`config.mk`:
```
export PLATFORM = sky130hd
export DESIGN_NAME = print_head_halftone_packer_top
export DESIGN_NICKNAME = d
export VERILOG_FILES = /design/src/rtl/core/phtp_pkg.sv /design/src/rtl/core/phtp_regs.sv /design/src/rtl/core/phtp_ctrl.sv /design/src/rtl/core/phtp_dp.sv /design/src/rtl/core/print_head_halftone_packer_top.sv
export SDC_FILE = /design/constraint.sdc
export NUM_CORES = 1
export LEC_CHECK = 0
export BUFFER_PORTS_ARGS = -buffer_cell sky130_fd_sc_hd__buf_2
export CORE_ASPECT_RATIO = 0.7
export CORE_MARGIN = 5
export CORE_UTILIZATION = 55
export CTS_BUF_LIST = sky130_fd_sc_hd__clkbuf_2
export DETAILED_ROUTE_END_ITERATION = 10
export PLACE_DENSITY = 0.73
export SLEW_MARGIN = 10
export SYNTH_ARGS = -nofsm -noshare
export SYNTH_HDL_FRONTEND = slang
export SYNTH_HIERARCHICAL = 1
export SYNTH_SLANG_ARGS = --single-unit
```
`constraint.sdc`:
```
create_clock -name clk -period 12.6 [get_ports clk]
set_clock_uncertainty 0.1 [all_clocks]
set_input_delay 1.89 -clock clk [delete_from_list [all_inputs] [get_ports clk]]
set_output_delay 1.89 -clock clk [all_outputs]
set_load 0.02 [all_outputs]
```
`src/rtl/core/phtp_pkg.sv`:
```
// Shared types, constants and helpers for the print head halftone packer.
`default_nettype none
package phtp_pkg;

	localparam int MAX_REPEAT_DEF = 16;
	localparam int RESULT_CAP     = 16;
	localparam int REP_W          = 5;
	localparam int COL_W          = 16;
	localparam int ROW_W          = 16;
	localparam int CFG_AW         = 5;
	localparam int CFG_DW         = 32;

	// floor(row / 24) == (row * DIV24_MUL) >> DIV24_SHIFT for any 16-bit row
	localparam logic [15:0] DIV24_MUL   = 16'd43691;
	localparam int          DIV24_SHIFT = 20;

	localparam logic [5:0] PIN_TABLE [6] = '{6'd32, 6'd16, 6'd8, 6'd4, 6'd2, 6'd1};

	typedef enum logic [2:0] {
		REG_THRESHOLD   = 3'd0,
		REG_COLOR_MODE  = 3'd1,
		REG_HIGH_VRES   = 3'd2,
		REG_DITHER_ROW0 = 3'd3,
		REG_DITHER_ROW1 = 3'd4,
		REG_DITHER_ROW2 = 3'd5,
		REG_DITHER_ROW3 = 3'd6
	} reg_idx_t;

	typedef struct packed {
		logic [3:0]       threshold;
		logic             color_mode;
		logic             high_vres;
		logic [3:0][31:0] dither_rows;
	} cfg_t;

	typedef struct packed {
		logic load_row;
		logic mul_row;
		logic load_geom;
		logic load_pix;
		logic emit;
	} ctrl_cmd_t;

	typedef struct packed {
		logic out_free;
		logic last_rep;
	} dp_status_t;

	typedef struct packed {
		logic [5:0] pin;
		logic [1:0] lane;
	} geom_t;

	// row mod 24 -> pin bit and byte lane
	function automatic geom_t row_geom(input logic [4:0] m24);
		geom_t      g;
		logic [4:0] m6;
		if (m24 >= 5'd18) begin
			g.lane = 2'd3;
			m6     = m24 - 5'd18;
		end else if (m24 >= 5'd12) begin
			g.lane = 2'd2;
			m6     = m24 - 5'd12;
		end else if (m24 >= 5'd6) begin
			g.lane = 2'd1;
			m6     = m24 - 5'd6;
		end else begin
			g.lane = 2'd0;
			m6     = m24;
		end
		g.pin = (m6 < 5'd6) ? PIN_TABLE[m6[2:0]] : PIN_TABLE[0];
		return g;
	endfunction

endpackage
`default_nettype wire

```
`src/rtl/core/phtp_regs.sv`:
```
// APB configuration registers of the halftone packer.
`default_nettype none
module phtp_regs (
	input  wire logic                          clk,
	input  wire logic                          arst_n,
	input  wire logic                          psel,
	input  wire logic                          penable,
	input  wire logic                          pwrite,
	input  wire logic [phtp_pkg::CFG_AW-1:0]   paddr,
	input  wire logic [phtp_pkg::CFG_DW-1:0]   pwdata,
	output logic      [phtp_pkg::CFG_DW-1:0]   prdata,
	output logic                               pready,
	output phtp_pkg::cfg_t                     cfg
);

	phtp_pkg::cfg_t     cfg_q;
	phtp_pkg::reg_idx_t idx;
	logic               wr_en;

	assign pready = 1'b1;
	assign idx    = phtp_pkg::reg_idx_t'(paddr[phtp_pkg::CFG_AW-1:2]);
	assign wr_en  = psel && penable && pwrite && pready;
	assign cfg    = cfg_q;

	always_ff @(posedge clk or negedge arst_n) begin
		if (!arst_n) begin
			cfg_q <= '0;
		end else if (wr_en) begin
			case (idx)
				phtp_pkg::REG_THRESHOLD:   cfg_q.threshold      <= pwdata[3:0];
				phtp_pkg::REG_COLOR_MODE:  cfg_q.color_mode     <= pwdata[0];
				phtp_pkg::REG_HIGH_VRES:   cfg_q.high_vres      <= pwdata[0];
				phtp_pkg::REG_DITHER_ROW0: cfg_q.dither_rows[0] <= pwdata;
				phtp_pkg::REG_DITHER_ROW1: cfg_q.dither_rows[1] <= pwdata;
				phtp_pkg::REG_DITHER_ROW2: cfg_q.dither_rows[2] <= pwdata;
				phtp_pkg::REG_DITHER_ROW3: cfg_q.dither_rows[3] <= pwdata;
				default: ;
			endcase
		end
	end

	always_comb begin
		case (idx)
			phtp_pkg::REG_THRESHOLD:   prdata = {28'd0, cfg_q.threshold};
			phtp_pkg::REG_COLOR_MODE:  prdata = {31'd0, cfg_q.color_mode};
			phtp_pkg::REG_HIGH_VRES:   prdata = {31'd0, cfg_q.high_vres};
			phtp_pkg::REG_DITHER_ROW0: prdata = cfg_q.dither_rows[0];
			phtp_pkg::REG_DITHER_ROW1: prdata = cfg_q.dither_rows[1];
			phtp_pkg::REG_DITHER_ROW2: prdata = cfg_q.dither_rows[2];
			phtp_pkg::REG_DITHER_ROW3: prdata = cfg_q.dither_rows[3];
			default:                   prdata = '0;
		endcase
	end

endmodule
`default_nettype wire

```
`src/rtl/core/phtp_ctrl.sv`:
```
// Sequencer for row-start and pixel requests of the halftone packer.
`default_nettype none
module phtp_ctrl (
	input  wire logic                 clk,
	input  wire logic                 arst_n,
	input  wire logic                 src_valid,
	input  wire logic                 action,
	output logic                      src_stall,
	input  wire phtp_pkg::dp_status_t status,
	output phtp_pkg::ctrl_cmd_t       cmd
);

	typedef enum logic [1:0] {
		ST_IDLE,
		ST_ROW_MUL,
		ST_ROW_SET,
		ST_RUN
	} state_t;

	state_t state_q;
	logic   stall_q;
	logic   accept;

	assign src_stall = stall_q;
	assign accept    = src_valid && !stall_q;

	always_comb begin
		cmd           = '0;
		cmd.load_row  = (state_q == ST_IDLE) && accept && !action;
		cmd.load_pix  = (state_q == ST_IDLE) && accept && action;
		cmd.mul_row   = (state_q == ST_ROW_MUL);
		cmd.load_geom = (state_q == ST_ROW_SET);
		cmd.emit      = (state_q == ST_RUN) && status.out_free;
	end

	always_ff @(posedge clk or negedge arst_n) begin
		if (!arst_n) begin
			state_q <= ST_IDLE;
			stall_q <= 1'b0;
		end else begin
			case (state_q)
				ST_IDLE: begin
					if (accept) begin
						state_q <= action ? ST_RUN : ST_ROW_MUL;
						stall_q <= 1'b1;
					end
				end
				ST_ROW_MUL: begin
					state_q <= ST_ROW_SET;
				end
				ST_ROW_SET: begin
					state_q <= ST_IDLE;
					stall_q <= 1'b0;
				end
				ST_RUN: begin
					if (status.out_free && status.last_rep) begin
						state_q <= ST_IDLE;
						stall_q <= 1'b0;
					end
				end
				default: begin
					state_q <= ST_IDLE;
					stall_q <= 1'b0;
				end
			endcase
		end
	end

	a_stall_busy: assert property (@(posedge clk) disable iff (!arst_n)
		(state_q != ST_IDLE) |-> stall_q)
		else $error("request taken while busy");
	a_run_exit: assert property (@(posedge clk) disable iff (!arst_n)
		(state_q == ST_RUN && status.out_free && status.last_rep) |=> (state_q == ST_IDLE))
		else $error("run did not end after final column");
	a_row_seq: assert property (@(posedge clk) disable iff (!arst_n)
		cmd.load_row |=> (state_q == ST_ROW_MUL) ##1 (state_q == ST_ROW_SET))
		else $error("row setup sequence broken");

endmodule
`default_nettype wire

```
`src/rtl/core/phtp_dp.sv`:
```
// Datapath: row geometry, column and repeat counters, dither compare, result register.
`default_nettype none
module phtp_dp #(
	parameter int MAX_REPEAT = phtp_pkg::MAX_REPEAT_DEF
) (
	input  wire logic                          clk,
	input  wire logic                          arst_n,
	input  wire phtp_pkg::cfg_t                cfg,
	input  wire phtp_pkg::ctrl_cmd_t           cmd,
	output phtp_pkg::dp_status_t               status,
	input  wire logic [phtp_pkg::ROW_W-1:0]    row_number,
	input  wire logic [phtp_pkg::COL_W-1:0]    start_column,
	input  wire logic [7:0]                    black,
	input  wire logic [7:0]                    yellow,
	input  wire logic [7:0]                    magenta,
	input  wire logic [7:0]                    cyan,
	input  wire logic [phtp_pkg::REP_W-1:0]    repeat_req,
	input  wire logic                          res_stall,
	output logic                               res_valid,
	output logic      [phtp_pkg::COL_W-1:0]    column,
	output logic      [1:0]                    byte_lane,
	output logic      [5:0]                    bit_mask,
	output logic                               second_half,
	output logic                               set_black,
	output logic                               set_yellow,
	output logic                               set_magenta,
	output logic                               set_cyan,
	output logic                               last_of_run
);

	localparam int CAP_RAW = (MAX_REPEAT < phtp_pkg::RESULT_CAP) ? MAX_REPEAT
		: phtp_pkg::RESULT_CAP;
	localparam int CAP = (CAP_RAW < 1) ? 1 : CAP_RAW;
	localparam logic [phtp_pkg::REP_W-1:0] CAP_V = phtp_pkg::REP_W'(CAP);

	// geometry and counters
	logic [phtp_pkg::ROW_W-1:0] row_q;
	logic [11:0]                quot_q;
	logic [phtp_pkg::COL_W-1:0] col_q;
	logic [5:0]                 pin_q;
	logic [1:0]                 lane_q;
	logic                       half_q;
	logic [1:0]                 drow_q;
	logic [phtp_pkg::REP_W-1:0] rep_q;
	logic [7:0]                 bk_q, ye_q, ma_q, cy_q;

	// result register
	logic                       res_valid_q;
	logic [phtp_pkg::COL_W-1:0] column_q;
	logic [1:0]                 lane_out_q;
	logic [5:0]                 mask_q;
	logic                       half_out_q;
	logic                       sb_q, sy_q, sm_q, sc_q, last_q;

	logic [phtp_pkg::ROW_W-1:0] row_h;
	logic [31:0]                prod;
	logic [phtp_pkg::ROW_W-1:0] q24;
	logic [phtp_pkg::ROW_W-1:0] m24_full;
	phtp_pkg::geom_t            geom;
	logic [phtp_pkg::REP_W-1:0] rep_in;
	logic [31:0]                dword;
	logic [7:0]                 dent;
	logic                       sb, sy, sm, sc;

	assign row_h    = cfg.high_vres ? {1'b0, row_number[phtp_pkg::ROW_W-1:1]} : row_number;
	assign prod     = row_q * phtp_pkg::DIV24_MUL;
	assign q24      = phtp_pkg::ROW_W'({quot_q, 4'b0}) + phtp_pkg::ROW_W'({quot_q, 3'b0});
	assign m24_full = row_q - q24;
	assign geom     = phtp_pkg::row_geom(m24_full[4:0]);

	always_comb begin
		rep_in = (repeat_req == '0) ? phtp_pkg::REP_W'(1) : repeat_req;
		if (rep_in > CAP_V)
			rep_in = CAP_V;
	end

	assign dword = cfg.dither_rows[drow_q];
	assign dent  = dword[{col_q[1:0], 3'b0} +: 8];

	always_comb begin
		sb = 1'b0;
		sy = 1'b0;
		sm = 1'b0;
		sc = 1'b0;
		if (cfg.threshold != 4'd0) begin
			sb = bk_q > {4'd0, cfg.threshold ^ 4'hF};
		end else if (bk_q > dent) begin
			sb = 1'b1;
		end else if (cfg.color_mode) begin
			sy = ye_q > dent;
			sm = ma_q > dent;
			sc = cy_q > dent;
		end
	end

	assign status.out_free = !res_valid_q || !res_stall;
	assign status.last_rep = (rep_q == phtp_pkg::REP_W'(1));

	always_ff @(posedge clk or negedge arst_n) begin
		if (!arst_n) begin
			col_q       <= '0;
			pin_q       <= 6'd32;
			lane_q      <= '0;
			half_q      <= 1'b0;
			drow_q      <= '0;
			rep_q       <= '0;
			res_valid_q <= 1'b0;
		end else begin
			if (cmd.load_row) begin
				half_q <= cfg.high_vres ? row_h[0] : 1'b0;
				drow_q <= row_h[1:0];
				col_q  <= start_column;
				rep_q  <= '0;
			end
			if (cmd.load_geom) begin
				pin_q  <= geom.pin;
				lane_q <= geom.lane;
			end
			if (cmd.load_pix)
				rep_q <= rep_in;
			if (cmd.emit) begin
				rep_q       <= rep_q - phtp_pkg::REP_W'(1);
				col_q       <= col_q + phtp_pkg::COL_W'(1);
				res_valid_q <= 1'b1;
			end else if (!res_stall) begin
				res_valid_q <= 1'b0;
			end
		end
	end

	always_ff @(posedge clk) begin
		if (cmd.load_row)
			row_q <= row_h;
		if (cmd.mul_row)
			quot_q <= prod[phtp_pkg::DIV24_SHIFT +: 12];
		if (cmd.load_pix) begin
			bk_q <= black;
			ye_q <= yellow;
			ma_q <= magenta;
			cy_q <= cyan;
		end
		if (cmd.emit) begin
			column_q   <= col_q;
			lane_out_q <= lane_q;
			mask_q     <= pin_q;
			half_out_q <= half_q;
			sb_q       <= sb;
			sy_q       <= sy;
			sm_q       <= sm;
			sc_q       <= sc;
			last_q     <= status.last_rep;
		end
	end

	assign res_valid   = res_valid_q;
	assign column      = column_q;
	assign byte_lane   = lane_out_q;
	assign bit_mask    = mask_q;
	assign second_half = half_out_q;
	assign set_black   = sb_q;
	assign set_yellow  = sy_q;
	assign set_magenta = sm_q;
	assign set_cyan    = sc_q;
	assign last_of_run = last_q;

	a_emit_has_rep: assert property (@(posedge clk) disable iff (!arst_n)
		cmd.emit |-> (rep_q != '0))
		else $error("column emitted with no repeats left");
	a_pin_onehot: assert property (@(posedge clk) disable iff (!arst_n)
		$onehot(pin_q))
		else $error("pin bit not one-hot");
	a_black_prio: assert property (@(posedge clk) disable iff (!arst_n)
		(res_valid_q && sb_q) |-> !(sy_q || sm_q || sc_q))
		else $error("color plane set alongside black");
	a_no_overwrite: assert property (@(posedge clk) disable iff (!arst_n)
		(res_valid_q && res_stall) |-> !cmd.emit)
		else $error("pending result overwritten");

endmodule
`default_nettype wire

```
`src/rtl/core/print_head_halftone_packer_top.sv`:
```
// Top level of the print head halftone packer: config registers, sequencer, datapath.
// Row-start request: row registered, quotient in ST_ROW_MUL, pin and lane in ST_ROW_SET.
// Pixel request: pixel and repeat count registered on acceptance, then in ST_RUN one column
//   result per cycle is registered while the output is not stalled.
// The next request is taken while the final column result still waits at the output.
// Asynchronous reset clears config and control state: column 0, pin bit 32, lane 0.
`default_nettype none
module print_head_halftone_packer_top #(
	parameter int MAX_REPEAT = phtp_pkg::MAX_REPEAT_DEF
) (
	input  wire logic                          clk,
	input  wire logic                          arst_n,
	input  wire logic                          psel,
	input  wire logic                          penable,
	input  wire logic                          pwrite,
	input  wire logic [phtp_pkg::CFG_AW-1:0]   paddr,
	input  wire logic [phtp_pkg::CFG_DW-1:0]   pwdata,
	output logic      [phtp_pkg::CFG_DW-1:0]   prdata,
	output logic                               pready,
	input  wire logic                          src_valid,
	output logic                               src_stall,
	input  wire logic                          action,
	input  wire logic [phtp_pkg::ROW_W-1:0]    row_number,
	input  wire logic [phtp_pkg::COL_W-1:0]    start_column,
	input  wire logic [7:0]                    black,
	input  wire logic [7:0]                    yellow,
	input  wire logic [7:0]                    magenta,
	input  wire logic [7:0]                    cyan,
	input  wire logic [phtp_pkg::REP_W-1:0]    repeat_req,
	output logic                               res_valid,
	input  wire logic                          res_stall,
	output logic      [phtp_pkg::COL_W-1:0]    column,
	output logic      [1:0]                    byte_lane,
	output logic      [5:0]                    bit_mask,
	output logic                               second_half,
	output logic                               set_black,
	output logic                               set_yellow,
	output logic                               set_magenta,
	output logic                               set_cyan,
	output logic                               last_of_run
);

	phtp_pkg::cfg_t       cfg;
	phtp_pkg::ctrl_cmd_t  cmd;
	phtp_pkg::dp_status_t status;

	phtp_regs u_regs (
		.clk     (clk),
		.arst_n  (arst_n),
		.psel    (psel),
		.penable (penable),
		.pwrite  (pwrite),
		.paddr   (paddr),
		.pwdata  (pwdata),
		.prdata  (prdata),
		.pready  (pready),
		.cfg     (cfg)
	);

	phtp_ctrl u_ctrl (
		.clk       (clk),
		.arst_n    (arst_n),
		.src_valid (src_valid),
		.action    (action),
		.src_stall (src_stall),
		.status    (status),
		.cmd       (cmd)
	);

	phtp_dp #(
		.MAX_REPEAT (MAX_REPEAT)
	) u_dp (
		.clk          (clk),
		.arst_n       (arst_n),
		.cfg          (cfg),
		.cmd          (cmd),
		.status       (status),
		.row_number   (row_number),
		.start_column (start_column),
		.black        (black),
		.yellow       (yellow),
		.magenta      (magenta),
		.cyan         (cyan),
		.repeat_req   (repeat_req),
		.res_stall    (res_stall),
		.res_valid    (res_valid),
		.column       (column),
		.byte_lane    (byte_lane),
		.bit_mask     (bit_mask),
		.second_half  (second_half),
		.set_black    (set_black),
		.set_yellow   (set_yellow),
		.set_magenta  (set_magenta),
		.set_cyan     (set_cyan),
		.last_of_run  (last_of_run)
	);

endmodule
`default_nettype wire

```
* Word-level counts from Yosys, hierarchy flattened *
Memories as Yosys holds them, arrays and structs flattened.
Cells that the tools add are included.

word-level totals
  register bits = 250
  bits in read-only memories = 48
  word-level logic and storage cells = 132
  memories = 1

operators by class
  add/subtract/negate cells = 7
  $mul = 1
  $lt $le $gt $ge = 12
  equality and inequality tests = 13
  shifts and indexed selects = 1
  muxes and demuxes = 32
  bitwise gates (word level) = 3
  reductions and logical operators = 30

memories
  name              words  bits a word  rd ports  clocked after Yosys merged registers in  write ports  RTL line        RTL
  (name not given)  8      6            1         0                                        0            phtp_pkg.sv:71  g.pin = (m6 < 5'd6) ? PIN_TABLE[m6[2:0]] : PIN_TABLE[0];

operator list
  kind                                                                                 number
  32-bit one-hot mux with 7 select lines                                               1
  32-bit binary-select mux with 2-bit select                                           1
  5-bit two-way mux                                                                    8
  8-bit greater-than comparator                                                        4
  16-bit two-way mux                                                                   2
  32-bit two-way mux                                                                   1
  32-bit by 6-bit indexed part select with 8-bit output                                1
  16-bit by 16-bit multiplier with 22-bit output, second input constant                1
  6-bit two-way mux                                                                    3
  16-bit by 1-bit adder with 16-bit output, second input constant                      1
  2-bit AND reduction                                                                  8
  15-bit two-way mux                                                                   1
  2-bit two-way mux                                                                    5
  3-bit == test, second input constant                                                 3
  8-bit by 4-bit greater-than comparator with 1-bit output                             1
  1-bit logical AND                                                                    8
  1-bit two-way mux                                                                    8
  2-bit one-hot mux with 4 select lines                                                1
  3-bit by 2-bit == test with 1-bit output, second input constant                      2
  3-bit nonzero test                                                                   2
  5-bit adder                                                                          1
  5-bit by 1-bit == test with 1-bit output, second input constant                      1
  5-bit by 3-bit greater-or-equal comparator with 1-bit output, second input constant  1
  5-bit by 4-bit greater-or-equal comparator with 1-bit output, second input constant  1
  28 further kinds                                                                     33

* Longest topological paths before layout *
  depth after elaboration = 11
  depth in mapped cells = 17
  gate-level depth less buffers = 17

* Modules after synthesis *
The synthesis kept the hierarchy.

by module, submodules not included
  module     instances  cells an instance  area each (µm²)  sequential area each (µm²)
  phtp_dp    1          805                9,609.2          3,229.3
  phtp_regs  1          421                6,112.1          3,353.2
  phtp_ctrl  1          19                 170.2            75.1

* Worst setup path before layout *
OpenSTA, ideal clock, no wires.

  path type = register to register
  from = reg u_dp/row_q[2] (netlist bit)
  to = reg u_dp.quot_q[1], data pin
  arrival time = 4.702 ns
  path slack = 7.538 ns
  stages on the path, launching flop included = 17
  cells stage by stage = edfxtp_1 > ha_1 > xor2_1 > ha_1 > or2_2 > fa_1 > fa_1 > fa_1 > inv_1 > fa_1 > inv_1 > ha_1 > a21o_1 > a21oi_1 > o2111ai_1 > o211a_1 > xnor2_1

on the way
  word-level cells in the longest chain between the ends = 1

ends and longest elaborated chain
  element                                         RTL line        RTL
  start, declared                                 phtp_dp.sv:37   logic [phtp_pkg::ROW_W-1:0] row_q;
  start signal, assigned                          phtp_dp.sv:133  row_q <= row_h;
  16-bit by 16-bit multiplier with 22-bit output  phtp_dp.sv:66   assign prod = row_q * phtp_pkg::DIV24_MUL;
  via u_dp.prod[21]                               phtp_dp.sv:56   logic [31:0] prod;
  end signal, assigned                            phtp_dp.sv:135  quot_q <= prod[phtp_pkg::DIV24_SHIFT +: 12];
  end, declared                                   phtp_dp.sv:38   logic [11:0] quot_q;

The timed path passes the listed nets, and every way through them passes these cells.
A chain may end at the register's enable or synchronous reset.

* Worst setup path in the final report *
  from = in paddr[2] (netlist bit)
  to = out prdata[12] (netlist bit)

on the way
  word-level cells in the longest chain between the ends = 2

ends and longest elaborated chain
  element                                     RTL line                              RTL
  start, declared                             print_head_halftone_packer_top.sv:16  input wire logic [phtp_pkg::CFG_AW-1:0] paddr,
  3-bit == test (tied with other cells)       phtp_regs.sv:43                       case (idx)
  32-bit one-hot mux with 7 select lines (*)  phtp_regs.sv:43
  end, declared                               print_head_halftone_packer_top.sv:18  output logic [phtp_pkg::CFG_DW-1:0] prdata,

Mark *: on every way between the ends. The rest lies on a longest branch, timed or not.

==> results_dict.tcl <==
set metrics [dict create \
    worst_skew_pair.late_latency_ps 900 \
    leakage_nw 8.32 \
    antenna_found_initial 9 \
    synthTopCellsByArea "dfrtp_1 (27%), edfxtp_1 (15%), ha_1 (11%)" \
    drive_gt1_share_pct 33.4 \
    synth_enable_flop_cells 80 \
    die-area_um2 32400 \
    synthDominantCellAreaShare_pct 26.6 \
    grt_first_pass_wirelength_um 61000 \
    ys_seq_area_share_pct 41.9 \
    critPathLaunchType "input pin" \
    fin_crit_sh_pct 47.3 \
    cp_slowest_cell "buf_4" \
    core_area_um2 28700 \
    crit_type "input pin to output pin" \
    yosysTopAreaCell "dfrtp_1" \
    syn_nets 1554 \
    yosysWarnings 6 \
    worstPathCellList "buf_2, buf_4, and3b_1, buf_4, a22oi_1, o21ai_0, buf_2" \
    ios 179 \
    worstPathArrival_ps 3970 \
    gp_congestion 0.926 \
    powerDensity_nw_per_um2 207 \
    synth_flop_cell "dfrtp_1" \
    crit_path_start "paddr[2]" \
    dieHeight_um 152 \
    synth_top_family_by_area "multiplexers" \
    die_x_um 213 \
    fillCellCount 2330 \
    slowest_delay_ps 580 \
    wl_per_cell_um 20.3 \
    final-hold-violation-count 0 \
    clk_pin_slew_ps 100 \
    syn_inst 1245 \
    fin_nets 1752 \
    max_freq_mhz 168 \
    post_cts_buffers 0 \
    synthAdderAreaFrac_pct 18.2 \
    switching_share_pct 41.3 \
    rows 52 \
    seq_power_share_pct 32.5 \
    track_usage_pct 23.9 \
    clockBufferDepth 3 \
    setup_ws_ps 6640 \
    status "finished clean" \
    initialDrtViolationCount 915 \
    worstHoldStart "u_dp/col_q[11]" \
    async_reset_ff_share_pct 68.0 \
    setup.worst_path.end_class "output pin" \
    clockRootBuffer "clkbuf_2" \
    cts_buffers 59 \
    required_ps 10610 \
    relSlewSlack_pct 31.4 \
    worstPathBufferInverterCount 4 \
    first_pass_iters 5 \
    port_buffers 175 \
    area_delta_synth_final_pct 11.3 \
    crit_family "buffers and inverters" \
    switchingPower_mw 1.51 \
    clkSinkCount 250 \
    tns_ps 0 \
    final_antenna_net_count 0 \
    viasPerCell 5.68 \
    crit_fanout 42 \
    gr-total-overflow 0 \
    final.min_clock_period_ps 5960 \
    cts_tree "built" \
    grt_pass1_vias 11200 \
    vdd_drop_max_mv 0.177 \
    dp_hpwl_um 27400 \
    syn_area_per_cell_um2 12.8 \
    clock_power_share_pct 15.9 \
    synth_compound_area_share_pct 7.87 \
    finalWirelength_um 38000 \
    finalPower_mw 3.65 \
    synth.area.mux_share_pct 19.5 \
    synth.ff_latch_count 250 \
    vias 10600 \
    synth-simple-area-share_pct 5.10 \
    cts_hold_buf 0 \
    reg2reg_from "u_dp/row_q[1]" \
    internal-power_mw 2.14 \
    htreeDepth 2 \
    worst_pin_slew_ps 1030 \
    synthXorXnorAreaFrac_pct 1.80 \
    drc_errors 0 \
    pre_cts_ws_ps 6650 \
    ctsResizeCount 0 \
    ys_types 82 \
    setup_viol 0 \
    rsz0062_at_grt "no" \
    cap_violations 0 \
    start_util_pct 55.4 \
    drv_slew 0 \
    min_path_type "flip-flop to flip-flop" \
    grt_max_degree 110 \
    p_comb_share_pct 51.6 \
    syn_area_um2 15900 \
]
## layout make-up
cell class | count | area, um^2 | area share [%]
diodes | 2 | 5.00 | 0.0283
flip-flops and latches | 250 | 6660 | 37.7
multi-input cells | 784 | 8370 | 47.3
clock buffers | 91 | 455 | 2.58
repair buffers | 187 | 972 | 5.50
inverters | 161 | 604 | 3.42
clock inverters | 19 | 151 | 0.856
well taps | 378 | 473 | 2.67
## cells by family (layout without fill, tap and decap cells)
family	count (synthesis)	after routing
AO/OA/AOI/OAI	180	180
XOR/XNOR	30	30
adder cells (fa/ha/maj)	195	195
buffers and inverters	211	458
flip-flops	250	250
multiplexers	228	228
other	1	3
AND/OR/NAND/NOR	150	150
## registers in the layout, summed over array words and instances (netlist names), 5 cells and up
register	flops
u_dp/cy_q	8
u_dp/rep_q	5
u_regs/cfg	134
u_dp/ye_q	8
u_dp/ma_q	8
u_dp/pin_q	6
u_dp/col_q	16
u_dp/bk_q	8
u_dp/column	16
u_dp/bit_mask	6
u_dp/row_q	16
## power by group through the flow
stage	Combinational (mW)	Sequential [mW]	Clock (mW)
2_1_floorplan	1.41	1.14	0
5_1_grt	2.14	1.21	0.646
3_5_place_dp	1.87	1.20	0
3_3_place_gp	1.82	1.19	0
6_report	1.88	1.19	0.581
4_1_cts	1.89	1.18	0.604
## layout by cell type, fill, tap and decap left out, types with 4 or more instances in the layout
cell	synthesis	routed
o22ai_1	4	4
a21oi_1	27	27
nor2b_1	8	8
mux2_4	30	30
a32o_1	4	4
dfrtp_1	169	168
nand2b_1	5	5
nand4_1	4	4
buf_2	18	174
nor2_1	29	29
and2_1	5	5
nand2_1	35	35
mux2i_1	35	35
a22oi_1	29	29
buf_4	5	12
mux2_1	5	5
mux4_2	41	41
edfxtp_1	80	80
clkinv_1	2	17
xnor2_1	15	15
fa_1	61	61
xor2_1	12	12
nand3_1	20	20
ha_1	134	134
clkbuf_2	2	91
o21ai_0	40	40
a21o_1	13	13
a211oi_1	10	10
inv_1	158	158
or2_2	4	4
nor3_1	10	10
a31oi_1	6	6
mux2_2	117	117
o21a_1	9	9
## per-layer routing
metal	global-route usage [%]	up-vias	wire, um
li1	-	4921	-
met1	35.6	5247	17300
met2	34.5	370	16500
met3	6.83	76	3280
met4	6.57	14	952
met5	0	-	73
## cells in the mapped netlist, types with 6 or more instances
master / number
mux4_2: 41
xor2_1: 12
fa_1: 61
dfrtp_1: 169
a31oi_1: 6
inv_1: 158
mux2_4: 30
nor3_1: 10
ha_1: 134
a22oi_1: 29
nand2_1: 35
mux2_2: 117
a211oi_1: 10
a21oi_1: 27
buf_2: 18
clkbuf_1: 13
nand3_1: 20
mux2i_1: 35
o21ai_0: 40
a21o_1: 13
o21a_1: 9
nor2b_1: 8
nor2_1: 29
edfxtp_1: 80
buf_6: 7
xnor2_1: 15
## per-stage QoR
step                      hold WS, ps  std cells  instance area [um^2]  util (%)
after floorplan                   324       1245                 15900         -
after global placement            331       1760                 17100      59.5
after detailed placement          331       1760                 17100      59.5
after CTS                         348       1870                 17700      61.6
after global routing              362       1872                 17700      61.6
final                             339       1872                 17700      61.6
## worst paths after layout
| check | to | slack [ps] | cells past startpoint |
|---|---|---|---|
| worst max-delay path | prdata[12] | 6640 | 7 |
| worst min register to register | u_dp/column[11] | 340 | 0 |
| max in group asynchronous | u_dp/drow_q[0] | 9860 | 2 |
| worst max register to register | u_dp/quot_q[0] | 6660 | 15 |
| worst min-delay path | u_dp/column[11] | 340 | 0 |
| min in group asynchronous | u_regs/cfg[55] | 1050 | 1 |
## worst register-to-register path, cell delays in order (launching register included)
cell	delay [ps]
edfxtp_1	640
ha_1	450
xor2_1	360
ha_1	330
fa_1	560
fa_1	530
fa_1	540
inv_1	50
fa_1	520
inv_1	40
ha_1	320
and4_1	240
o221ai_1	190
o21a_1	220
o21a_1	180
xnor2_1	380
(Power assumes the default switching activity.)
